==> src/hw/rtl/lsstm_pkg.sv <==
// ----------------------------------------------------------------------------
// lsstm_pkg
// Shared types, register codes and small constant dividers for the
// stream/segment parser and tone mapper address generator.
// ----------------------------------------------------------------------------
`default_nettype none

package lsstm_pkg;

	localparam int MAX_STREAMS    = 4;
	localparam int MAX_DATA_TONES = 468;

	typedef logic [12:0] pos_t;

	typedef enum logic [2:0] {
		REG_STREAM_COUNT = 3'd0,
		REG_TONE_BITS0   = 3'd1,
		REG_TONE_BITS1   = 3'd2,
		REG_TONE_BITS2   = 3'd3,
		REG_TONE_BITS3   = 3'd4,
		REG_BAND_MODE    = 3'd5,
		REG_DATA_TONES   = 3'd6
	} reg_idx_t;

	typedef enum logic [2:0] {
		BAND_HT     = 3'd0,
		BAND_VHT20  = 3'd1,
		BAND_VHT40  = 3'd2,
		BAND_VHT80  = 3'd3,
		BAND_VHT160 = 3'd4
	} band_t;

	// control that rides along the pipeline
	typedef struct packed {
		logic [1:0] q;
		logic       sub;
		logic       err;
	} lane_t;

	// x / dv for dv in {1,2,3,4,5,6,8,9,10}; reciprocal multiplies, exact for x < 8192
	function automatic pos_t div_const(input pos_t x, input logic [3:0] dv);
		logic [29:0] m3;
		logic [29:0] m5;
		logic [29:0] m9;
		pos_t        r;
		m3 = {17'd0, x} * 30'd43691;
		m5 = {17'd0, x} * 30'd52429;
		m9 = {17'd0, x} * 30'd58255;
		case (dv)
			4'd2:    r = x >> 1;
			4'd3:    r = 13'(m3 >> 17);
			4'd4:    r = x >> 2;
			4'd5:    r = 13'(m5 >> 18);
			4'd6:    r = 13'(m3 >> 18);
			4'd8:    r = x >> 3;
			4'd9:    r = 13'(m9 >> 19);
			4'd10:   r = 13'(m5 >> 19);
			default: r = x;
		endcase
		return r;
	endfunction

	// stream parser block size max(1, bits/2)
	function automatic logic [2:0] blk(input logic [3:0] b);
		return (b < 4'd2) ? 3'd1 : 3'(b >> 1);
	endfunction

	function automatic logic bits_ok(input logic [3:0] b);
		return (b == 4'd1) || (b == 4'd2) || (b == 4'd4) || (b == 4'd6) ||
			(b == 4'd8) || (b == 4'd10);
	endfunction

endpackage

`default_nettype wire

==> src/hw/rtl/ldpc_stream_segment_tone_mapper.sv <==
// ----------------------------------------------------------------------------
// ldpc_stream_segment_tone_mapper
// LDPC transmit bit-mapping address generator: undoes tone mapper, 160 MHz
// segment parser and stream parser to find a coded bit's source index.
// ----------------------------------------------------------------------------
// Pipeline: 10 register stages, s1 to s10; m_tvalid is the valid bit of
// the last stage, so a result transfers from the s10 register.
// Throughput: one transfer per cycle; each stage holds only when the stage
// after it is full and stalled, so bubbles collapse and input keeps flowing
// while a result waits at the output register.
// Reset: arst_n clears all valid bits and loads the register defaults
// (1 stream, 1 bit per tone, VHT20, 52 tones).
`default_nettype none

module ldpc_stream_segment_tone_mapper (
	input  wire logic        clk,
	input  wire logic        arst_n,
	// request stream
	input  wire logic        s_tvalid,
	output logic             s_tready,
	input  wire logic [15:0] s_tdata,   // [1:0] stream_select, [14:2] mapped_position
	// result stream
	output logic             m_tvalid,
	input  wire logic        m_tready,
	output logic [15:0]      m_tdata,   // [14:0] source_index
	output logic             m_tuser,   // [0] mapping_error
	// register port
	input  wire logic        psel,
	input  wire logic        penable,
	input  wire logic        pwrite,
	input  wire logic [4:0]  paddr,
	input  wire logic [31:0] pwdata,
	output logic [31:0]      prdata,
	output logic             pready
);
	import lsstm_pkg::*;

	// ------------------------------------------------------------------
	// Registers
	// ------------------------------------------------------------------
	logic [2:0] stream_count_q;
	logic [3:0] tone_bits_q [MAX_STREAMS];
	logic [2:0] band_mode_q;
	logic [8:0] data_tone_count_q;

	logic     wr_en;
	reg_idx_t wr_idx;

	assign pready = 1'b1;
	assign wr_en  = psel & penable & pwrite & pready;
	assign wr_idx = reg_idx_t'(paddr[4:2]);

	always_ff @(posedge clk or negedge arst_n) begin
		if (!arst_n) begin
			stream_count_q    <= 3'd1;
			tone_bits_q[0]    <= 4'd1;
			tone_bits_q[1]    <= 4'd1;
			tone_bits_q[2]    <= 4'd1;
			tone_bits_q[3]    <= 4'd1;
			band_mode_q       <= BAND_VHT20;
			data_tone_count_q <= 9'd52;
		end else if (wr_en) begin
			case (wr_idx)
				REG_STREAM_COUNT: stream_count_q    <= pwdata[2:0];
				REG_TONE_BITS0:   tone_bits_q[0]    <= pwdata[3:0];
				REG_TONE_BITS1:   tone_bits_q[1]    <= pwdata[3:0];
				REG_TONE_BITS2:   tone_bits_q[2]    <= pwdata[3:0];
				REG_TONE_BITS3:   tone_bits_q[3]    <= pwdata[3:0];
				REG_BAND_MODE:    band_mode_q       <= pwdata[2:0];
				REG_DATA_TONES:   data_tone_count_q <= pwdata[8:0];
				default: ;
			endcase
		end
	end

	always_comb begin
		case (wr_idx)
			REG_STREAM_COUNT: prdata = {29'd0, stream_count_q};
			REG_TONE_BITS0:   prdata = {28'd0, tone_bits_q[0]};
			REG_TONE_BITS1:   prdata = {28'd0, tone_bits_q[1]};
			REG_TONE_BITS2:   prdata = {28'd0, tone_bits_q[2]};
			REG_TONE_BITS3:   prdata = {28'd0, tone_bits_q[3]};
			REG_BAND_MODE:    prdata = {29'd0, band_mode_q};
			REG_DATA_TONES:   prdata = {23'd0, data_tone_count_q};
			default:          prdata = 32'd0;
		endcase
	end

	// ------------------------------------------------------------------
	// Settings-derived values. The user must change registers only while
	// idle (not enforced), so these are static over an item's life.
	// ------------------------------------------------------------------
	logic [3:0] tone_dist;
	logic [8:0] tones;
	logic [8:0] cols;
	logic       div_ok;
	logic       cfg_ok;
	logic [3:0] prefix [MAX_STREAMS];
	logic [4:0] pblock;
	pos_t       lim    [MAX_STREAMS];

	always_comb begin
		case (band_mode_q)
			BAND_VHT20:  tone_dist = 4'd4;
			BAND_VHT40:  tone_dist = 4'd6;
			BAND_VHT80,
			BAND_VHT160: tone_dist = 4'd9;
			default:     tone_dist = 4'd1;
		endcase
		tones  = (band_mode_q == BAND_VHT160) ? (data_tone_count_q >> 1) : data_tone_count_q;
		cols   = 9'(div_const({4'd0, tones}, tone_dist));
		// tone count must split into whole columns; VHT160 halves must be equal
		div_ok = (13'(cols * tone_dist) == {4'd0, tones}) &&
			((band_mode_q != BAND_VHT160) || !data_tone_count_q[0]);
		cfg_ok = (stream_count_q >= 3'd1) && (stream_count_q <= 3'(MAX_STREAMS)) &&
			(data_tone_count_q >= 9'd1) && (data_tone_count_q <= 9'(MAX_DATA_TONES)) &&
			(band_mode_q <= BAND_VHT160) && div_ok;
		pblock = 5'd0;
		for (int i = 0; i < MAX_STREAMS; i++) begin
			prefix[i] = 4'(pblock);
			if (3'(i) < stream_count_q) begin
				if (!bits_ok(tone_bits_q[i]))
					cfg_ok = 1'b0;
				pblock = pblock + 5'(blk(tone_bits_q[i]));
			end
			lim[i] = 13'(data_tone_count_q * tone_bits_q[i]);
		end
	end

	// ------------------------------------------------------------------
	// Pipeline control: a stage loads when empty or when the next one moves
	// ------------------------------------------------------------------
	localparam int NS = 10;
	logic [NS:1] v;
	logic [NS:1] en;

	always_comb begin
		en[NS] = !v[NS] | m_tready;
		for (int i = NS - 1; i >= 1; i--)
			en[i] = !v[i] | en[i+1];
	end

	assign s_tready = en[1];

	always_ff @(posedge clk or negedge arst_n) begin
		if (!arst_n) begin
			v <= '0;
		end else begin
			if (en[1])
				v[1] <= s_tvalid;
			for (int i = 2; i <= NS; i++) begin
				if (en[i])
					v[i] <= v[i-1];
			end
		end
	end

	// ------------------------------------------------------------------
	// Datapath
	// ------------------------------------------------------------------
	lane_t ln_s1, ln_s2, ln_s3, ln_s4, ln_s5, ln_s6, ln_s7, ln_s8, ln_s9, ln_s10;
	pos_t  p_s1, p_s2, p_s3, p_s4, p_s5;
	pos_t  u_s2, u_s3;
	pos_t  ud_s3, ud_s4;
	logic [3:0] bit_s3, bit_s4, bit_s5;
	logic [3:0] um_s4;
	pos_t  t_s5;
	pos_t  j_s6, j_s7;
	pos_t  js_s7;
	pos_t  k_s8, k_s9;
	pos_t  ks_s9;
	logic [14:0] idx_s10;

	logic [1:0] in_q;
	pos_t       in_p;
	pos_t       in_lim;
	logic       in_sub;

	assign in_q   = s_tdata[1:0];
	assign in_p   = s_tdata[14:2];
	assign in_lim = lim[in_q];
	assign in_sub = (band_mode_q == BAND_VHT160) && (in_p >= (in_lim >> 1));

	// per-stage tone bits and block size of the item's stream
	logic [3:0] b2, b3, b6;
	logic [2:0] sz7, sz8, sz9, sz10;
	assign b2   = tone_bits_q[ln_s1.q];
	assign b3   = tone_bits_q[ln_s2.q];
	assign b6   = tone_bits_q[ln_s5.q];
	assign sz7  = blk(tone_bits_q[ln_s6.q]);
	assign sz8  = blk(tone_bits_q[ln_s7.q]);
	assign sz9  = blk(tone_bits_q[ln_s8.q]);
	assign sz10 = blk(tone_bits_q[ln_s9.q]);

	always_ff @(posedge clk) begin
		// s1: checks, segment split
		if (en[1]) begin
			ln_s1.q   <= in_q;
			ln_s1.sub <= in_sub;
			ln_s1.err <= !cfg_ok || ({1'b0, in_q} >= stream_count_q) || (in_p >= in_lim);
			p_s1      <= in_sub ? 13'(in_p - (in_lim >> 1)) : in_p;
		end
		// s2: tone number within the segment
		if (en[2]) begin
			ln_s2 <= ln_s1;
			p_s2  <= p_s1;
			u_s2  <= div_const(p_s1, b2);
		end
		// s3: bit within tone, row split by distance
		if (en[3]) begin
			ln_s3  <= ln_s2;
			p_s3   <= p_s2;
			u_s3   <= u_s2;
			bit_s3 <= 4'(p_s2 - 13'(u_s2 * b3));
			ud_s3  <= div_const(u_s2, tone_dist);
		end
		if (en[4]) begin
			ln_s4  <= ln_s3;
			p_s4   <= p_s3;
			ud_s4  <= ud_s3;
			bit_s4 <= bit_s3;
			um_s4  <= 4'(u_s3 - 13'(ud_s3 * tone_dist));
		end
		// s5: tone before mapping
		if (en[5]) begin
			ln_s5  <= ln_s4;
			p_s5   <= p_s4;
			bit_s5 <= bit_s4;
			t_s5   <= 13'(um_s4 * cols + ud_s4);
		end
		// s6: bit position before tone mapping (HT passes through)
		if (en[6]) begin
			ln_s6 <= ln_s5;
			j_s6  <= (band_mode_q == BAND_HT) ? p_s5 : 13'(t_s5 * b6 + bit_s5);
		end
		// s7/s8: undo segment parser (VHT160; other bands pass through)
		if (en[7]) begin
			ln_s7 <= ln_s6;
			j_s7  <= j_s6;
			js_s7 <= div_const(j_s6, {1'b0, sz7});
		end
		if (en[8]) begin
			ln_s8 <= ln_s7;
			if (band_mode_q == BAND_VHT160)
				k_s8 <= 13'({js_s7, 1'b0} * sz8 + (ln_s7.sub ? sz8 : 3'd0) +
					(j_s7 - 13'(js_s7 * sz8)));
			else
				k_s8 <= j_s7;
		end
		// s9/s10: undo stream parser
		if (en[9]) begin
			ln_s9 <= ln_s8;
			k_s9  <= k_s8;
			ks_s9 <= div_const(k_s8, {1'b0, sz9});
		end
		if (en[10]) begin
			ln_s10  <= ln_s9;
			idx_s10 <= ln_s9.err ? 15'd0 :
				15'(prefix[ln_s9.q] + pblock * ks_s9 + (k_s9 - 13'(ks_s9 * sz10)));
		end
	end

	assign m_tvalid = v[NS];
	assign m_tdata  = {1'b0, idx_s10};
	assign m_tuser  = ln_s10.err;

endmodule

`default_nettype wire

==> config.mk <==
export PLATFORM = sky130hd
export DESIGN_NAME = ldpc_stream_segment_tone_mapper
export DESIGN_NICKNAME = d
export VERILOG_FILES = /design/src/hw/rtl/lsstm_pkg.sv /design/src/hw/rtl/ldpc_stream_segment_tone_mapper.sv
export SDC_FILE = /design/constraint.sdc
export NUM_CORES = 2
export LEC_CHECK = 0
export ABC_CLOCK_PERIOD_IN_PS = 8700
export BUFFER_PORTS_ARGS = -buffer_cell sky130_fd_sc_hd__buf_4
export CAP_MARGIN = 20
export CORE_UTILIZATION = 45
export CTS_BUF_LIST = sky130_fd_sc_hd__clkbuf_16
export DETAILED_ROUTE_END_ITERATION = 8
export GPL_TIMING_DRIVEN = 0
export SYNTH_ARGS = -nofsm -noshare
export SYNTH_HDL_FRONTEND = slang
export SYNTH_SLANG_ARGS = --single-unit
==> constraint.sdc <==
create_clock -name clk -period 8.7 [get_ports clk]
set_input_delay 1.305 -clock clk [delete_from_list [all_inputs] [get_ports clk]]
set_output_delay 1.305 -clock clk [all_outputs]
set_load 0.02 [all_outputs]
# Word level (Yosys, flattened, before mapping)
# Index checks and enable logic that the tools add are counted.
# W data, S select, Z words.
[op_classes] n_lt_le_gt_ge=28 reduce_logical=52 bitwise=20 n_addsub=14 eq_ne=62 mux=59 multipliers=26
[op_table] op="$mul A13 B16 Y29 const B" count=10
[op_table] op="$pmux W13 S8" count=2
[op_table] op="$pmux W13 S5" count=2
[op_table] op="$mul A9 B16 Y25 const B" count=3
[op_table] op="$pmux W9 S8" count=1
[op_table] op="$mul A9 B4 Y13" count=5
[op_table] op="$mux W13" count=5
[op_table] op="$bmux W4 S2" count=8
[op_table] op="$mux W4" count=16
[op_table] op="$pmux W9 S7" count=1
[op_table] op="$eq A4 B3 Y1 const B" count=14
[op_table] op="$eq A4 B4 Y1 const B" count=14
[op_table] op="$eq A4 B2 Y1 const B" count=8
[op_table] op="$lt A4 B2 Y1 const B" count=8
[op_table] op="$eq A3 B3 Y1 const B" count=10
[op_table] op="$mux W3" count=10
[op_table] op="$add A13 B13 Y13" count=2
[op_table] op="$bmux W13 S2" count=1
[op_table] op="$mul A13 B3 Y13" count=2
[op_table] op="$mul A13 B4 Y4" count=2
[op_table] op="$eq A3 B2 Y1 const B" count=8
[op_table] op="$ge A3 B3 Y1 const B" count=8
[op_table] op="$not A2 Y3" count=8
[op_table] op="$logic_or A1 B1 Y1" count=23
[op_table] op="other kinds (37)" count=90
[word_totals] ff_bits=306 word_cells=325 input_bits=60 output_inout_bits=52

# Depth between registers and ports, before layout
[logic_depth] depth_word=20 mapped_depth=43 depth_no_buf=41

# Worst setup path after synthesis
# OpenSTA, ideal clock, no wires.
[synth_timing] path_kind="reg2reg" startpoint="register band_mode_q[0]" endpoint="register t_s5[12] (data pin)" path_buffers=1 stages_incl_launch_ff=36 setup_slack_ps=-465 t_arrival_ps=8897 setup_ps=268 synth_period_minus_slack_ps=9165 t_required_ps=8432 path_cell_list="dfstp_2 clkbuf_1 nor2_2 nand2_1 mux2i_1 inv_1 ha_1 ha_1 nand2b_1 fa_1 inv_1 fa_1 fa_1 inv_1 ha_1 a2111oi_0 o21ai_1 a21oi_1 nand2b_1 o221ai_1 a211oi_1 xnor2_1 nand2_1 a31oi_1 nand2_1 fa_1 inv_1 fa_1 fa_1 ha_1 a21oi_1 o21bai_1 a21oi_1 o21ai_0 o41ai_1 xnor2_1"
[synth_via] elab_chain_len=7 word_cells_on_any_way=21 classes_between="add/sub: 1; mul: 4; eq/ne: 12; mux: 3; reduce/logical: 1"
[synth_lines] element="start, declared" line="ldpc_stream_segment_tone_mapper.sv:43" source="logic [2:0] band_mode_q;"
[synth_lines] element="start signal, assigned" line="ldpc_stream_segment_tone_mapper.sv:69" source="REG_BAND_MODE: band_mode_q <= pwdata[2:0];"
[synth_lines] element="parallel branches: the longest is 4 deep, another holds $mul A9 B16 Y25"
[synth_lines] element="$pmux W9 S8 *" line="lsstm_pkg.sv:49" source="case (dv)"
[synth_lines] element="$mul A4 B9 Y13 *" line="ldpc_stream_segment_tone_mapper.sv:229" source="t_s5 <= 13'(um_s4 * cols + ud_s4);"
[synth_lines] element="$add A13 B13 Y13 *" line="ldpc_stream_segment_tone_mapper.sv:229"
[synth_lines] element="end signal, assigned" line="ldpc_stream_segment_tone_mapper.sv:229"
[synth_lines] element="end, declared" line="ldpc_stream_segment_tone_mapper.sv:167" source="pos_t t_s5;"
# Every way passes the cells marked *.
# A chain may end at the register's enable or synchronous reset.

# Final worst setup path
[layout_timing] startpoint="register band_mode_q[0]" endpoint="register t_s5[11] (data pin)"
# The elaborated chain is that of the path after synthesis.

==> results.toml <==
[critical_path]
critical_path_class = "reg -> reg"
cp.required_ps = 9010
timing.critical_path.from_type = "flop"
crit_path_end = "t_s5[11]"
critical-path-top-cell-by-count = "sky130_fd_sc_hd__fa_1"
path_max_fanout = 7
critPathLaunch = "band_mode_q[0]"
rr_worst_depth = 37
critical-path-slowest-cell = "sky130_fd_sc_hd__dfstp_2"
end_kind = "flop"
critPathMaxStageDelay_ps = 630
regToRegStartpoint = "band_mode_q[0]"
worst_r2r_dst = "t_s5[11]"
critical_path_data_arrival_time_ps = 8940
regToRegSetupSlack_ps = 70

[floorplanning]
floorplan.initialDensity_pct = 45.38
core-area_um2 = 125600
die-height_um = 357.8
chip_width_um = 357.8
io_pins = 112
floorplan_row_count = 130
die-area_um2 = 128000

[layout]
fillerInstances = 11730
final_nets = 7867
num_antenna_cells = 0
drive_above_1_share_pct = 8.469
final_cell_count_no_fill = 7731
synthToLayoutAreaGrowth_pct = 9.829

[synthesis]
mean_instance_size_in_the_synthesized_netlist_um2 = 9.719
synth_seq_cells = 306
synthDominantAreaCellType = "sky130_fd_sc_hd__fa_1"
synth_largest_type_area_fraction_pct = 25.68
synth_warnings = 0
synth.top_cells.by_count = "1229 x sky130_fd_sc_hd__inv_1, 1023 x sky130_fd_sc_hd__ha_1, 731 x sky130_fd_sc_hd__fa_1, 434 x sky130_fd_sc_hd__nand2_1, 265 x sky130_fd_sc_hd__edfxtp_1"
asyncSetResetFlopFracSynth_pct = 13.40
yosysMostFrequentCell = "sky130_fd_sc_hd__inv_1"
synth_ff_type = "sky130_fd_sc_hd__edfxtp_1"
synthesis.instances = 5863
yosysSeqAreaShare_pct = 15.79
synth-edff-count = 265
synth_area_um2 = 56980
synth.distinct_cells = 87
netlist_top_cells_area = "sky130_fd_sc_hd__fa_1 26%, sky130_fd_sc_hd__ha_1 22%, sky130_fd_sc_hd__edfxtp_1 14%"

[timing]
hold_violations = 0
maxSlewHeadroom_pct = 28.66
max_freq_mhz = 115.9
hold-worst-slack_ps = 410.7
setup_ws_ps = 71.03
setup-violations-final = 0
final_clock_skew_ps = 35.95
maxSlewViolCount = 0
finalWorstPathRequiredPeriod_ps = 8629
max_slew.worst_pin.slew_ps = 1070
finalCritPeriodShare_pct = 99.18
rsz0062_at_grt = "yes"
setup_total_negative_slack_ps = 0

[clocking]
cts_inserted_buffers = 36
clkSlewWorstSetupHoldPaths_ps = 60
root_buffer = "sky130_fd_sc_hd__clkbuf_16"
htree_levels = 2
tritoncts = "yes"
worst_skew_pair_latency_ps = 570
clockBufferDepth = 3
tritoncts_num_sinks = 306

[drt]
drt-initial-drc-count = 2604
post_drt_antenna_nets = 0
detail_route.vias_per_cell = 5.409
dr.pass1.iters = 6
sum_of_routed_wire_length_over_all_layers_mm = 151.0
route.detailed.drc = 0
post_drt_wl_per_cell_um = 19.53
vias = 41810

[global_route]
grt_remaining_overflow = 0
globalRouteTotalUtil_pct = 24.08
largest_net_degree_at_the_start_of_global_routing = 42
first_global_vias = 43660
grt_first_pass_wirelength_mm = 241.2
grt_antenna_before_repair = 7

[placement]
dpl.hpwl_mm = 125.6
port_buffer_count = 59
pre_cts_ws_ps = -2214
routabilityCongestion = 0.9376
placedCellCount = 7610

[run_status]
run_status = "complete, no violations"

[run]
drv.max_cap_violation_count = 0

[worst_hold_path]
hold_class = "reg -> reg"
==> worst min-delay path by stage <==
stage	start	to	cells after the start
2_1_floorplan	bit_s3[0]	bit_s4[0]	0
3_3_place_gp	p_s2[12]	p_s3[12]	0
3_5_place_dp	p_s2[7]	p_s3[7]	0
4_1_cts	p_s3[0]	p_s4[0]	0
5_1_grt	p_s3[0]	p_s4[0]	0
6_report	p_s3[0]	p_s4[0]	0
==> timing repair <==
action                     CTS  global route
setup endpoints to repair   19            14
pin swaps                   32            71
hold buffers                 0             0
setup buffers               38            29
resized for setup          117           131
==> registers in the layout (all words and copies together), names as in the netlist, 9 cells and up <==
register and flops:
data_tone_count_q 9, j_s7 13, k_s9 13, p_s3 13, p_s2 13, u_s2 13, ud_s3 13, idx_s10 15
t_s5 13, ks_s9 13, p_s5 13, p_s4 13, j_s6 13, tone_bits_q 16, k_s8 13, js_s7 13
v 10, p_s1 13, ud_s4 13
==> critical path: cells and delay by family (launching register included) <==
kind | cells | cell delay (ps)
flops | 1 | 630
simple gates | 6 | 510
compound gates | 13 | 2530
mux | 2 | 460
xor+xnor | 1 | 70
buf+inv | 6 | 630
fa+ha+maj | 9 | 3520
==> area by class of cell <==
| type | instances | area (um^2) | area share [%] |
|---|---|---|---|
| buffer | 152 | 733.2 | 1.172 |
| clock buffer | 36 | 900.9 | 1.440 |
| clock inverter | 30 | 312.8 | 0.4998 |
| inverter | 1231 | 4636 | 7.408 |
| multi-input combinational | 4193 | 43790 | 69.97 |
| sequential | 306 | 9000 | 14.38 |
| tap | 1650 | 2064 | 3.299 |
| timing repair buffer | 133 | 1145 | 1.829 |
==> stage by stage <==
stage / util, % / cell area, um^2
5_1_grt: 49.84 / 62580
3_5_place_dp: 47.63 / 59810
3_3_place_gp: 47.51 / 59660
6_report: 49.84 / 62580
4_1_cts: 49.23 / 61820
2_1_floorplan: - / 57150
==> kinds of logic after synthesis <==
family	after synthesis	share of synthesized area, %
other	2	0.01318
buffers and inverters	1394	9.348
muxes	119	2.837
adders and majority gates	1754	48.15
and+or+nand+nor	1132	9.385
AOI/OAI and AO/OA	880	10.22
DFF	306	15.79
xor gates and xnor gates	276	4.267
==> layout by cell type (no fill, tap or decap), types with 20 or more instances in the layout <==
master	n
sky130_fd_sc_hd__a31oi_1	24
sky130_fd_sc_hd__buf_4	143
sky130_fd_sc_hd__a21o_1	91
sky130_fd_sc_hd__or2_2	22
sky130_fd_sc_hd__nand3_1	48
sky130_fd_sc_hd__inv_1	1211
sky130_fd_sc_hd__ha_1	998
sky130_fd_sc_hd__and2_1	155
sky130_fd_sc_hd__o21bai_1	31
sky130_fd_sc_hd__fa_1	725
sky130_fd_sc_hd__inv_2	20
sky130_fd_sc_hd__nand2_1	424
sky130_fd_sc_hd__clkbuf_16	38
sky130_fd_sc_hd__o21ai_1	21
sky130_fd_sc_hd__xor2_1	96
sky130_fd_sc_hd__a21oi_2	22
sky130_fd_sc_hd__nand4_1	20
sky130_fd_sc_hd__dfrtp_1	28
sky130_fd_sc_hd__mux2_2	47
sky130_fd_sc_hd__and3_1	32
sky130_fd_sc_hd__xnor2_1	168
sky130_fd_sc_hd__nand2b_1	32
sky130_fd_sc_hd__o21a_1	39
sky130_fd_sc_hd__mux4_2	29
sky130_fd_sc_hd__o211ai_1	28
sky130_fd_sc_hd__nor2b_1	33
sky130_fd_sc_hd__clkbuf_1	106
sky130_fd_sc_hd__ha_4	20
sky130_fd_sc_hd__conb_1	32
sky130_fd_sc_hd__nor3_1	58
sky130_fd_sc_hd__edfxtp_1	265
sky130_fd_sc_hd__a21oi_1	187
sky130_fd_sc_hd__nor2_1	224
sky130_fd_sc_hd__mux2i_1	34
sky130_fd_sc_hd__o21ai_0	169
==> per-layer routing <==
metal | GRT usage, % | up-vias | wire length (um)
met1 | 33.88 | 20760 | 68740
met4 | 4.638 | 8 | 2920
met3 | 3.364 | 186 | 9231
met2 | 39.63 | 1115 | 70060
met5 | 0 | - | 46
li1 | - | 19740 | -
Power is left out: the tool's default activity adds up to more than one toggle a clock period on the data nets, which glitch-free logic cannot reach.
